`src/ppas_pkg.sv`:
```
// Shared types and constants for the pick-and-place arm sequencer.
package ppas_pkg;

  typedef enum logic [3:0] {
    PH_POWER_ON  = 4'd0,
    PH_REQ_BOX   = 4'd1,
    PH_MOVE_BOX  = 4'd2,
    PH_GRIP      = 4'd3,
    PH_REQ_DEST  = 4'd4,
    PH_MOVE_DEST = 4'd5,
    PH_RELEASE   = 4'd6,
    PH_ASK       = 4'd7,
    PH_HOMING    = 4'd8,
    PH_OFF       = 4'd9
  } phase_t;

  localparam int unsigned PHASE_WIDTH = 4;

endpackage

```
`src/ppas_axis.sv`:
```
// One axis of the arm: a single unit step toward the goal.
module ppas_axis #(
  parameter int unsigned WIDTH = 12
) (
  input  logic signed [WIDTH-1:0] pos,
  input  logic signed [WIDTH-1:0] goal,
  output logic signed [WIDTH-1:0] stepped
);

  always_comb begin
    if (pos < goal) begin
      stepped = pos + WIDTH'(1);
    end else if (pos > goal) begin
      stepped = pos - WIDTH'(1);
    end else begin
      stepped = pos;
    end
  end

endmodule

```
`src/pick_place_arm_sequencer_unit.sv`:
```
// Pick-and-place arm sequencer: one request per motion tick, one result per request.
// Flow: a request is taken into the hold register and processed from there into the result
//   register; one request enters per cycle while the result is not stalled, set by the
//   combinational axis step and compare between the hold and result registers.
// Reset (rst, synchronous, active high): power-on phase, arm and goal at zero,
//   gripper open, both stages empty.
module pick_place_arm_sequencer_unit #(
  parameter int unsigned COORD_WIDTH = 12
) (
  input  logic                          clk,
  input  logic                          rst,
  // request channel
  input  logic                          in_valid,
  output logic                          in_stall,
  input  logic signed [COORD_WIDTH-1:0] target_x,
  input  logic signed [COORD_WIDTH-1:0] target_y,
  input  logic signed [COORD_WIDTH-1:0] target_z,
  input  logic                          repeat_request,
  // result channel
  output logic                          out_valid,
  input  logic                          out_stall,
  output logic [ppas_pkg::PHASE_WIDTH-1:0] phase,
  output logic signed [COORD_WIDTH-1:0] pos_x,
  output logic signed [COORD_WIDTH-1:0] pos_y,
  output logic signed [COORD_WIDTH-1:0] pos_z,
  output logic                          gripper_closed,
  output logic                          at_target
);

  // Home position used at power-on and for the final homing move.
  localparam logic signed [COORD_WIDTH-1:0] HOME = COORD_WIDTH'(1);

  // Hold register: the request waiting for the sequencer.
  logic                          held_valid;
  logic signed [COORD_WIDTH-1:0] held_x;
  logic signed [COORD_WIDTH-1:0] held_y;
  logic signed [COORD_WIDTH-1:0] held_z;
  logic                          held_repeat;

  // Sequencer state. The arm position and gripper are the result payload too:
  // they change only when a request is processed, which needs the result
  // register free, so a stalled result never moves.
  ppas_pkg::phase_t              phase_reg;
  logic signed [COORD_WIDTH-1:0] goal_x;
  logic signed [COORD_WIDTH-1:0] goal_y;
  logic signed [COORD_WIDTH-1:0] goal_z;

  ppas_pkg::phase_t              phase_next;
  logic signed [COORD_WIDTH-1:0] pos_x_next;
  logic signed [COORD_WIDTH-1:0] pos_y_next;
  logic signed [COORD_WIDTH-1:0] pos_z_next;
  logic signed [COORD_WIDTH-1:0] goal_x_next;
  logic signed [COORD_WIDTH-1:0] goal_y_next;
  logic signed [COORD_WIDTH-1:0] goal_z_next;
  logic                          grip_next;
  logic                          at_target_next;

  logic signed [COORD_WIDTH-1:0] step_x;
  logic signed [COORD_WIDTH-1:0] step_y;
  logic signed [COORD_WIDTH-1:0] step_z;
  logic                          step_done;

  logic                          advance;

  // Process the held request when the result register is empty or draining.
  assign advance   = held_valid && (!out_valid || !out_stall);
  assign in_stall  = held_valid && !advance;
  assign phase     = phase_reg;

  // ---------------------------------------------------------------------------
  // Per-axis unit step toward the goal
  // ---------------------------------------------------------------------------
  ppas_axis #(.WIDTH(COORD_WIDTH)) u_axis_x (.pos(pos_x), .goal(goal_x), .stepped(step_x));
  ppas_axis #(.WIDTH(COORD_WIDTH)) u_axis_y (.pos(pos_y), .goal(goal_y), .stepped(step_y));
  ppas_axis #(.WIDTH(COORD_WIDTH)) u_axis_z (.pos(pos_z), .goal(goal_z), .stepped(step_z));

  // Move states leave in the same tick in which all axes arrive.
  assign step_done = (step_x == goal_x) && (step_y == goal_y) && (step_z == goal_z);

  // ---------------------------------------------------------------------------
  // Next-state logic
  // ---------------------------------------------------------------------------
  always_comb begin
    phase_next  = phase_reg;
    pos_x_next  = pos_x;
    pos_y_next  = pos_y;
    pos_z_next  = pos_z;
    goal_x_next = goal_x;
    goal_y_next = goal_y;
    goal_z_next = goal_z;
    grip_next   = gripper_closed;
    unique case (phase_reg)
      ppas_pkg::PH_POWER_ON: begin
        pos_x_next = HOME;
        pos_y_next = HOME;
        pos_z_next = HOME;
        phase_next = ppas_pkg::PH_REQ_BOX;
      end
      ppas_pkg::PH_REQ_BOX: begin
        goal_x_next = held_x;
        goal_y_next = held_y;
        goal_z_next = held_z;
        phase_next  = ppas_pkg::PH_MOVE_BOX;
      end
      ppas_pkg::PH_MOVE_BOX: begin
        pos_x_next = step_x;
        pos_y_next = step_y;
        pos_z_next = step_z;
        if (step_done) begin
          phase_next = ppas_pkg::PH_GRIP;
        end
      end
      ppas_pkg::PH_GRIP: begin
        grip_next  = 1'b1;
        phase_next = ppas_pkg::PH_REQ_DEST;
      end
      ppas_pkg::PH_REQ_DEST: begin
        goal_x_next = held_x;
        goal_y_next = held_y;
        goal_z_next = held_z;
        phase_next  = ppas_pkg::PH_MOVE_DEST;
      end
      ppas_pkg::PH_MOVE_DEST: begin
        pos_x_next = step_x;
        pos_y_next = step_y;
        pos_z_next = step_z;
        if (step_done) begin
          phase_next = ppas_pkg::PH_RELEASE;
        end
      end
      ppas_pkg::PH_RELEASE: begin
        grip_next  = 1'b0;
        phase_next = ppas_pkg::PH_ASK;
      end
      ppas_pkg::PH_ASK: begin
        if (held_repeat) begin
          phase_next = ppas_pkg::PH_REQ_BOX;
        end else begin
          goal_x_next = HOME;
          goal_y_next = HOME;
          goal_z_next = HOME;
          phase_next  = ppas_pkg::PH_HOMING;
        end
      end
      ppas_pkg::PH_HOMING: begin
        pos_x_next = step_x;
        pos_y_next = step_y;
        pos_z_next = step_z;
        if (step_done) begin
          phase_next = ppas_pkg::PH_OFF;
        end
      end
      default: begin
        // off, and the unused codes, settle in off
        phase_next = ppas_pkg::PH_OFF;
      end
    endcase
  end

  assign at_target_next = (pos_x_next == goal_x_next) && (pos_y_next == goal_y_next) &&
                          (pos_z_next == goal_z_next);

  // ---------------------------------------------------------------------------
  // Hold register
  // ---------------------------------------------------------------------------
  always_ff @(posedge clk) begin
    if (rst) begin
      held_valid <= 1'b0;
    end else if (!in_stall) begin
      held_valid <= in_valid;
    end
  end

  always_ff @(posedge clk) begin
    if (!in_stall) begin
      held_x      <= target_x;
      held_y      <= target_y;
      held_z      <= target_z;
      held_repeat <= repeat_request;
    end
  end

  // ---------------------------------------------------------------------------
  // Sequencer state and result register
  // ---------------------------------------------------------------------------
  always_ff @(posedge clk) begin
    if (rst) begin
      out_valid      <= 1'b0;
      phase_reg      <= ppas_pkg::PH_POWER_ON;
      pos_x          <= '0;
      pos_y          <= '0;
      pos_z          <= '0;
      goal_x         <= '0;
      goal_y         <= '0;
      goal_z         <= '0;
      gripper_closed <= 1'b0;
      at_target      <= 1'b0;
    end else if (advance) begin
      out_valid      <= 1'b1;
      phase_reg      <= phase_next;
      pos_x          <= pos_x_next;
      pos_y          <= pos_y_next;
      pos_z          <= pos_z_next;
      goal_x         <= goal_x_next;
      goal_y         <= goal_y_next;
      goal_z         <= goal_z_next;
      gripper_closed <= grip_next;
      at_target      <= at_target_next;
    end else if (!out_stall) begin
      out_valid      <= 1'b0;
    end
  end

`ifndef SYNTHESIS
  // Gripper is closed only between grip and release; the release step opens it.
  a_grip_phase: assert property (@(posedge clk) disable iff (rst)
    gripper_closed |-> (phase_reg == ppas_pkg::PH_REQ_DEST ||
                        phase_reg == ppas_pkg::PH_MOVE_DEST ||
                        phase_reg == ppas_pkg::PH_RELEASE))
    else $error("gripper closed outside the carry phases");

  // Off is sticky.
  a_off_sticky: assert property (@(posedge clk) disable iff (rst)
    phase_reg == ppas_pkg::PH_OFF |=> phase_reg == ppas_pkg::PH_OFF)
    else $error("left the off phase");

  // Arm holds still unless a request is processed.
  a_hold_still: assert property (@(posedge clk) disable iff (rst)
    !advance |=> ($stable(pos_x) && $stable(pos_y) && $stable(pos_z) &&
                  $stable(phase_reg)))
    else $error("state moved without a request");
`endif

endmodule

```
`config.mk`:
```
export PLATFORM = sky130hd
export DESIGN_NAME = pick_place_arm_sequencer_unit
export DESIGN_NICKNAME = d
export VERILOG_FILES = /design/src/ppas_pkg.sv /design/src/ppas_axis.sv /design/src/pick_place_arm_sequencer_unit.sv
export SDC_FILE = /design/constraint.sdc
export NUM_CORES = 1
export LEC_CHECK = 0
export ABC_AREA = 1
export BUFFER_PORTS_ARGS = -buffer_cell sky130_fd_sc_hd__buf_2
export CAP_MARGIN = 20
export CORE_MARGIN = 2
export CORE_UTILIZATION = 24
export CTS_CLUSTER_DIAMETER = 100
export CTS_CLUSTER_SIZE = 25
export DETAILED_ROUTE_END_ITERATION = 10
export SYNTH_ARGS = -nofsm -noshare
export SYNTH_HDL_FRONTEND = slang
export SYNTH_SLANG_ARGS = --single-unit
```
`constraint.sdc`:
```
create_clock -name clk -period 6.2 [get_ports clk]
set_input_delay 0 -clock clk [delete_from_list [all_inputs] [get_ports clk]]
set_output_delay 0 -clock clk [all_outputs]
set_load 0.005 [all_outputs]
```
==> results, run 1 <==
- The flow ran to the end, and the final reports show no timing, DRC or antenna violations.
- Buffers inserted during clock tree synthesis total 17.
- The root buffer cell chosen for the clock tree is sky130_fd_sc_hd__clkbuf_16.
- The shortest period the worst path allows is 3990 ps.
- The floorplan die width is 199 um.
- The compound-gate portion of the synthesized area is 0.134.
- The global placement routability congestion is 0.917.
- Global routing finished with a remaining overflow of 0.
- The count of vias placed by the detailed router is 9856.
- The HPWL after detailed placement is 23100 um.
- Of the synthesized area, sequential elements account for 0.297.
- The number of antenna diodes in the final layout is 0.
- In the routed design, unresolved DRC markers number 0.
- The initialized floorplan defines 71 standard-cell rows.
- The number of I/O pins is 85.
- The average wire per standard cell is 15.2 um.
- The number of sinks handled by clock tree synthesis is 117.
- In the layout the commonest cells are sky130_fd_sc_hd__nand2_1 (408), sky130_fd_sc_hd__inv_1 (259), sky130_fd_sc_hd__nand3_1 (190).
- The die height is 199 um.
- The cell area that synthesis handed to floorplanning was 9120 um^2.
- The peak supply drop is 172 uV.
- The worst setup path is launched from a flip-flop.
- Setup violations remaining at the end of the flow were counted as 0.
- The final-report hold violation count came to 0.
- The multiplexer share of the synthesized area is 0.
- The H-tree was split into 4 levels.
- TritonCTS built the clock tree.
- The clock insertion delay at the later pin of the skew report is 440 ps.
- The via count normalized by instance count is 4.70.
- The flip-flop and latch count after synthesis is 117.
- Once the clock tree was built, the resizer swapped 0 gates to a different size.
- The via count of the first global-routing pass is 9139.
- The first global-routing pass estimated 50000 um of wire.
- Counting every net in the synthesized netlist gives 1561.
- The count of final max-slew check failures is 0.
- The class of the tightest hold or removal check is input pin to flip-flop.
- In the final layout, the share of cells above drive strength 1 is 0.0913.
- The clock slew at the register clock pins of the worst setup and hold paths is 70 ps.
- Power spread over the standard cell area amounts to 278 nW/um^2.
- The first routing iteration left 976 violations.
- Compared with the post-synthesis result, the final layout area differs by 20.2%.
- STA puts the critical path data arrival time at 4310 ps.
- For the final database, setup skew stands at 12.6 ps.
- The length of the first detailed-routing pass in iterations is 5.
- The data required time of the worst path is 6530 ps.
- STA classifies the critical path endpoint as a flip-flop.
- The post-route setup TNS is 0 ps.
- Of the total synthesized cell area, the portion taken by full adders, half adders and majority gates is 0.0576.
- The worst pin sits at a relative slew slack of 0.304.
- The count of input and output buffers is 84.
- The area inside the core boundary is 37600 um^2.
- The initial antenna violation count came to 0.
- Entering global routing, the biggest net connects 111 pins.
- After the last flow step, the layout net total stands at 1658.
- Overall power consumption after layout is estimated at 0.00305 W.
- The distinct cell type count after synthesis is 38.
- Once detail routing completed, the nets flagged for antenna violations numbered 0.
- For this configuration, the core starts out at a cell density of 0.243.
- The critical setup path kind is flip-flop to flip-flop.
- For the pin with the worst max-slew slack, the measured transition is 1040 ps.
- Of the available clock period, the critical path in the final layout requires 0.643.
- The prevailing post-synth register cell is sky130_fd_sc_hd__dfxtp_1.
- Setup repair after global routing left no endpoint under its margin.
- The critical-path maximum fanout is 19.
- For this run, the number of Yosys warnings is 0.
- The cell leakage power is 5.66 nW.
- The number of synthesized flops with an enable pin is 37.
- The number of maximum-capacitance constraint violations is 0.
- The total die area is 39600 um^2.
- The share of synthesized registers carrying an async set or reset is 0.
- The main combinational cell family by area after synthesis is simple AND/OR/NAND/NOR gates.
- Of the total synthesized cell area, the portion taken by AND, OR, NAND and NOR gates is 0.357.
- Across every metal layer, demand over resource in global routing totals 0.163.
- The maximum achievable frequency is 251 MHz.
- The maximum count of clock buffers along a single path is 2.
- The library cell used most frequently in the layout, excluding fill and tap cells, is sky130_fd_sc_hd__nand2_1.
- The mean post-synth cell area is 6.17 um^2.
- The fraction of synthesized cell area in xor and xnor cells is 0.0191.
- The number of instances in the synthesized netlist is 1478.
- After detailed routing, the total wire length is 31800 um.
==> metal layers <==
layer,part of all wire,up-vias,global-route usage,wire [um]
li1,-,4964,-,-
met1,0.48,4518,0.227,15200
met2,0.45,334,0.260,14200
met3,0.054,40,0.0220,1710
met4,0.022,0,0.0514,690
met5,0,-,0,0
==> power by group <==
part / leakage [nW] / switching, W / internal (W)
logic: 4.34 / 0.000778 / 0.000365
registers: 1.05 / 0.0000621 / 0.000842
clock network: 0.266 / 0.000410 / 0.000589
==> through the flow <==
stage	hold WS (ps)	util	instance area [um^2]	std cells	worst slack, ps
finish	269	0.292	11000	2099	2210
CTS	255	0.292	11000	2099	2300
floorplan	98.9	-	9120	1478	3570
global placement	178	0.265	9970	2027	2180
global route	275	0.292	11000	2099	1810
detailed placement	178	0.266	10000	2028	2300
==> final timing paths <==
| check | to | startpoint | slack, ps | cells after the start |
|---|---|---|---|---|
| worst max-delay path | phase[1] | pos_y[7] | 2210 | 21 |
| worst min register to register | gripper_closed | gripper_closed | 520 | 2 |
| worst min-delay path | held_x[11] | target_x[11] | 270 | 2 |
| worst max register to register | phase[1] | pos_y[7] | 2210 | 21 |
==> synthesized netlist by cell type (2+ instances only) <==
library cell,instances,share of area
sky130_fd_sc_hd__inv_1,260,0.11
sky130_fd_sc_hd__a21oi_1,93,0.051
sky130_fd_sc_hd__nand4_1,22,0.015
sky130_fd_sc_hd__buf_4,4,0.0033
sky130_fd_sc_hd__xnor2_1,5,0.0048
sky130_fd_sc_hd__nand3_2,3,0.0033
sky130_fd_sc_hd__edfxtp_1,37,0.12
sky130_fd_sc_hd__o21ai_1,5,0.0027
sky130_fd_sc_hd__nor2_1,90,0.037
sky130_fd_sc_hd__inv_2,6,0.0025
sky130_fd_sc_hd__dfxtp_1,80,0.18
sky130_fd_sc_hd__nand2_2,9,0.0062
sky130_fd_sc_hd__nor4_1,4,0.0027
sky130_fd_sc_hd__nand3_1,190,0.10
sky130_fd_sc_hd__nand2_1,409,0.17
sky130_fd_sc_hd__clkbuf_1,30,0.012
sky130_fd_sc_hd__xor2_1,13,0.012
sky130_fd_sc_hd__nand3b_1,5,0.0041
sky130_fd_sc_hd__o22ai_1,24,0.016
sky130_fd_sc_hd__nand2_4,2,0.0025
sky130_fd_sc_hd__ha_1,42,0.058
sky130_fd_sc_hd__nor3_1,18,0.0099
sky130_fd_sc_hd__buf_1,2,0.00082
sky130_fd_sc_hd__a21o_1,2,0.0016
sky130_fd_sc_hd__buf_2,10,0.0055
sky130_fd_sc_hd__o21ai_0,99,0.054
sky130_fd_sc_hd__a21oi_2,2,0.0019
sky130_fd_sc_hd__o211ai_1,2,0.0016
==> critical path: stages (launching register included) <==
cell	delay, ps
sky130_fd_sc_hd__dfxtp_1	520
sky130_fd_sc_hd__ha_1	320
sky130_fd_sc_hd__nand2_1	110
sky130_fd_sc_hd__inv_1	50
sky130_fd_sc_hd__nand2_1	60
sky130_fd_sc_hd__nand2_1	50
sky130_fd_sc_hd__nand2_1	80
sky130_fd_sc_hd__nand4_1	460
sky130_fd_sc_hd__nand2_2	520
sky130_fd_sc_hd__inv_1	150
sky130_fd_sc_hd__o21ai_0	200
sky130_fd_sc_hd__nand2_1	120
sky130_fd_sc_hd__nand2_1	100
sky130_fd_sc_hd__nand3_1	70
sky130_fd_sc_hd__nand2_1	70
sky130_fd_sc_hd__nand3_1	70
sky130_fd_sc_hd__nor2_1	200
sky130_fd_sc_hd__nand3_1	220
sky130_fd_sc_hd__o21bai_4	260
sky130_fd_sc_hd__nand3_1	100
sky130_fd_sc_hd__nand2_1	90
sky130_fd_sc_hd__nor2_1	50
==> cell families after synthesis <==
family / Yosys count
AOI/OAI and AO/OA: 230
xor gates and xnor gates: 19
adders and majority gates: 42
buffers and inverters: 315
DFF: 117
and+or+nand+nor: 755
==> layout make-up <==
class	count	area (um^2)
fillers	4180	26600
flip-flops and latches	117	2710
clock inverters	13	135
repair buffers	127	861
inverters	266	998
clock buffers	19	433
well taps	511	639
multi-input cells	1046	5180
==> timing repair <==
action                    4_1_cts  5_1_grt
setup buffers                   0        0
hold endpoints to repair       39        0
hold buffers                   39        0
No activity file was read; power rests on OpenSTA's default activity.
==> run 2, diff against run 1 <==
- ABC_AREA: 1 -> 0
- clock period: 6.2 -> 3.34 ns (I/O delays scaled with it)
==> results, run 2 <==
- The prevailing post-synth register cell is sky130_fd_sc_hd__dfxtp_1.
- The initial cell density of the core is 0.242 (-0.000403).
- The deepest level of the CTS H-tree is 4 (unchanged).
- The number of sinks handled by clock tree synthesis is 117 (unchanged).
- The critical-path maximum fanout came to 7 (-12).
- The maximum achievable frequency is 269 MHz (+7.3%).
- The core utilization of the finished layout is 0.378 (+0.0862).
- The die height is 215 um (+8.0%).
- The area growth from synthesis to layout is 56.0%.
- The net switching power is 0.00288 W (+130%).
- The largest net degree at the start of global routing was 77 (-31%).
- STA classifies the critical path startpoint as a flip-flop.
- The floorplan die width was 215 um (+8.0%).
- The post-synthesis adder-cell area fraction is 0.0493 (-0.00836).
- The library cells used most frequently in the layout, excluding fill and tap cells, are sky130_fd_sc_hd__buf_4 (395), sky130_fd_sc_hd__nor2_1 (166), sky130_fd_sc_hd__nand2_1 (103).
- The fraction of power spent switching nets is 0.388 (-0.0227).
- The final reports fail on negative setup slack.
- The global placement routability congestion came to 0.953 (+3.9%).
- The library cell used most frequently in the layout, excluding fill and tap cells, is sky130_fd_sc_hd__buf_4.
- The wire length of the first global-routing pass was 80700 um (+61%).
- After synthesis, the largest family of logic cells by area is compound AO/OA/AOI/OAI gates.
- The cell taking the most area after synthesis is sky130_fd_sc_hd__dfxtp_1.
- The clock insertion delay at the later pin of the skew report was 460 ps (+20 ps).
- The length of the first detailed-routing pass in iterations is 5 (unchanged).
- The initial antenna violation count is 0 (unchanged).
- The aggregate routed wire length is 54400 um (+71%).
- The headroom to the max-slew limit is 0.322 (+0.0181).
- The count of vias placed by the detailed router came to 13.6k (+38%).
- The number of CTS-inserted buffers came to 17 (unchanged).
- The data required time of the worst path is 3690 ps (-2840 ps).
- Setup repair after global routing could not meet its margin everywhere.
- The cell leakage power is 6.92 nW (+22%).
- The overall overflow remaining after global route is 0 (unchanged).
- The clock slew at the register clock pins of the worst setup and hold paths came to 60 ps (about the same).
- The net count of the mapped netlist came to 1503 (-3.7%).
- The number of remaining DRC errors is 0 (unchanged).
- The number of instances in the synthesized netlist is 1420 (-3.9%).
- STA classifies the critical path endpoint as a flip-flop.
- The count of input and output buffers is 84 (unchanged).
- The area inside the core boundary came to 44000 um^2 (+17%).
- The number of warnings issued by yosys was 0 (unchanged).
- The area share of the largest cell type after synthesis came to 0.150 (-0.0255).
- The setup slack after placement was -963 ps (-3270 ps).
- The shortest period the worst path allows was 3710 ps (-273 ps).
- The share of synthesized registers carrying an async set or reset was 0 (unchanged).
- The distinct cell type count after synthesis is 78 (+110%).
- The number of core rows was 77 (+8.5%).
- The mean post-synth cell area is 7.51 um^2 (+22%).
- The total global routing track utilization is 0.230 (+0.0673).
- Yosys instantiated no cell more often than sky130_fd_sc_hd__nor2_1.
- The cell area power density is 447 nW/um^2 (+61%).
- The period utilization is 1.11 (+0.469).
- The via count of the first global-routing pass is 12.9k (+41%).
- The number of synthesized flops with an enable pin is 37 (unchanged).
- The area of the mapped netlist is 10700 um^2 (+17%).
- The worst clock skew is 18.1 ps (+5.56 ps).
- The via count normalized by instance count is 5.48 (+17%).
- The final setup violation count is 5 (+5).
- The number of I/O pins is 85 (unchanged).
- The number of nets in the layout is 1952 (+18%).
- The total die area is 46100 um^2 (+17%).
- The post-DP HPWL is 41000 um (+77%).
- The flow ran to the end, but the final reports show violations.
- The share of cells above drive strength 1 was 0.367 (+0.275).
- The simple-gate share of the synthesized area was 0.260 (-0.0967).
- The compound-gate portion of the synthesized area is 0.273 (+0.139).
- The critical setup path kind is flip-flop to flip-flop.
- The iteration-0 DRC count of the detailed router is 1502 (+54%).
- The number of maximum-capacitance constraint violations came to 0 (unchanged).
- The clock network fraction of total power is 0.266 (-0.062).
- The cell sitting at the root of the clock tree is a sky130_fd_sc_hd__clkbuf_16.
- The fraction of power consumed by sequential logic came to 0.212 (-0.085).
- By area the synthesized netlist is led by sky130_fd_sc_hd__dfxtp_1 (15%), sky130_fd_sc_hd__edfxtp_1 (10%), sky130_fd_sc_hd__nor2_1 (5.9%).
- The sequential-to-total area share from yosys stat is 0.254 (-0.0432).
- The number of inserted diodes was 0 (unchanged).
- TritonCTS built the clock tree.
- By count the netlist is led by sky130_fd_sc_hd__nor2_1 (168), sky130_fd_sc_hd__nand2_1 (103), sky130_fd_sc_hd__clkbuf_1 (102), sky130_fd_sc_hd__a21oi_1 (93), sky130_fd_sc_hd__dfxtp_1 (80).
- The portion of total power attributed to combinational logic is 0.523 (+0.148).
- The remaining antenna violation count after routing is 0 (unchanged).
- The min-delay analysis places its worst path in the category input pin to flip-flop.
- The fraction of synthesized cell area in xor and xnor cells is 0.0599 (+0.0409).
- The data arrival at the endpoint of the critical path came to 4060 ps (-250 ps).
- The design internal power was 0.00455 W (+150%).
- The multiplexer share of the synthesized area is 0.0438 (+0.0438).
- The final-report hold violation count is 0 (unchanged).
- The count of final max-slew check failures is 0 (unchanged).
- The flip-flop and latch count after synthesis is 117 (unchanged).
- The maximum count of clock buffers along a single path is 2 (unchanged).
- The least setup slack across all paths after layout came to -375 ps (-2590 ps).
- The peak supply drop is 388 uV (+130%).
- The actual slew at the worst max-slew pin is 1020 ps (-27.2 ps).
- The average wire per standard cell is 22.0 um (+45%).
==> run 2: cell types whose count changed after synthesis, sizes merged, moves of 25 or more <==
cell    change
a211oi     +32
nand3     -145
a31oi      +25
nor2       +77
and3       +32
nor3       +51
clkbuf     +71
nand2     -317
xnor2      +41
o21ai      -61
mux2i      +32
a22oi      +35
inv       -208
==> run 2: worst max-delay path, cell delays in order (launching register included) <==
cell,delay [ps]
sky130_fd_sc_hd__dfxtp_2,340
sky130_fd_sc_hd__inv_1,40
sky130_fd_sc_hd__ha_1,270
sky130_fd_sc_hd__nor2b_1,130
sky130_fd_sc_hd__o211ai_1,410
sky130_fd_sc_hd__a21oi_4,180
sky130_fd_sc_hd__buf_4,180
sky130_fd_sc_hd__o31ai_1,460
sky130_fd_sc_hd__a21bo_2,260
sky130_fd_sc_hd__mux2i_1,100
sky130_fd_sc_hd__nor4_1,290
sky130_fd_sc_hd__buf_4,170
sky130_fd_sc_hd__nand4_1,130
sky130_fd_sc_hd__nor2_4,120
sky130_fd_sc_hd__buf_4,110
sky130_fd_sc_hd__buf_4,90
sky130_fd_sc_hd__a221oi_2,50
sky130_fd_sc_hd__o32ai_1,260
==> run 2: cell type report <==
| type | instances | area (um^2) |
|---|---|---|
| well taps | 592 | 741 |
| inverters | 58 | 223 |
| clock inverters | 15 | 179 |
| flip-flops and latches | 117 | 2740 |
| repair buffers | 541 | 4100 |
| clock buffers | 17 | 425 |
| fillers | 4539 | 27400 |
| multi-input cells | 1134 | 8230 |
==> run 2: power by group through the flow <==
| stage | clock network (W) | logic (W) | registers [W] |
|---|---|---|---|
| final | 0.00197 | 0.00388 | 0.00157 |
| after global routing | 0.00206 | 0.00409 | 0.00158 |
| after CTS | 0.00200 | 0.00367 | 0.00157 |
| after detailed placement | 0 | 0.00327 | 0.00160 |
| after global placement | 0 | 0.00327 | 0.00160 |
| after floorplan | 0 | 0.00164 | 0.00160 |
==> run 2: final timing paths <==
path	start	endpoint	slack, ps	depth (start not counted)
worst min-delay path	rst	held_valid	150	3
worst max register to register	goal_y[1]	phase[1]	-370	17
worst max-delay path	goal_y[1]	phase[1]	-370	17
worst min register to register	gripper_closed	gripper_closed	450	2
==> run 2: metal layers <==
layer / up-vias / part of all wire / global-route usage / wire [um]
li1: 6259 / - / - / -
met1: 6563 / 0.44 / 0.311 / 23900
met2: 630 / 0.45 / 0.366 / 24300
met3: 116 / 0.072 / 0.0340 / 3920
met4: 0 / 0.041 / 0.0963 / 2210
met5: - / 0 / 0 / 0
==> run 2: kinds of logic after synthesis <==
family | after synthesis
XOR/XNOR | 73
multiplexers | 45
adder cells (fa/ha/maj) | 42
buffers and inverters | 169
AND/OR/NAND/NOR | 561
flip-flops | 117
AO/OA/AOI/OAI | 413
==> run 2: timing repair <==
item,4_1_cts,5_1_grt
gates cloned,1,0
resized for setup,132,31
endpoints found under the setup margin,5,5
hold buffers,39,0
hold endpoints to repair,39,0
pin swaps,53,17
buffers inserted,22,7
==> run 2: through the flow <==
step	cell area (um^2)	cells	power, W	setup TNS, ps	hold WS, ps
global placement	14500	2373	0.00486	-4050	177
global route	16600	2474	0.00773	-2390	157
detailed placement	14500	2373	0.00487	-4200	178
finish	16600	2474	0.00743	-1630	150
CTS	16400	2466	0.00724	-1360	123
floorplan	10800	1420	0.00324	-176	98.9
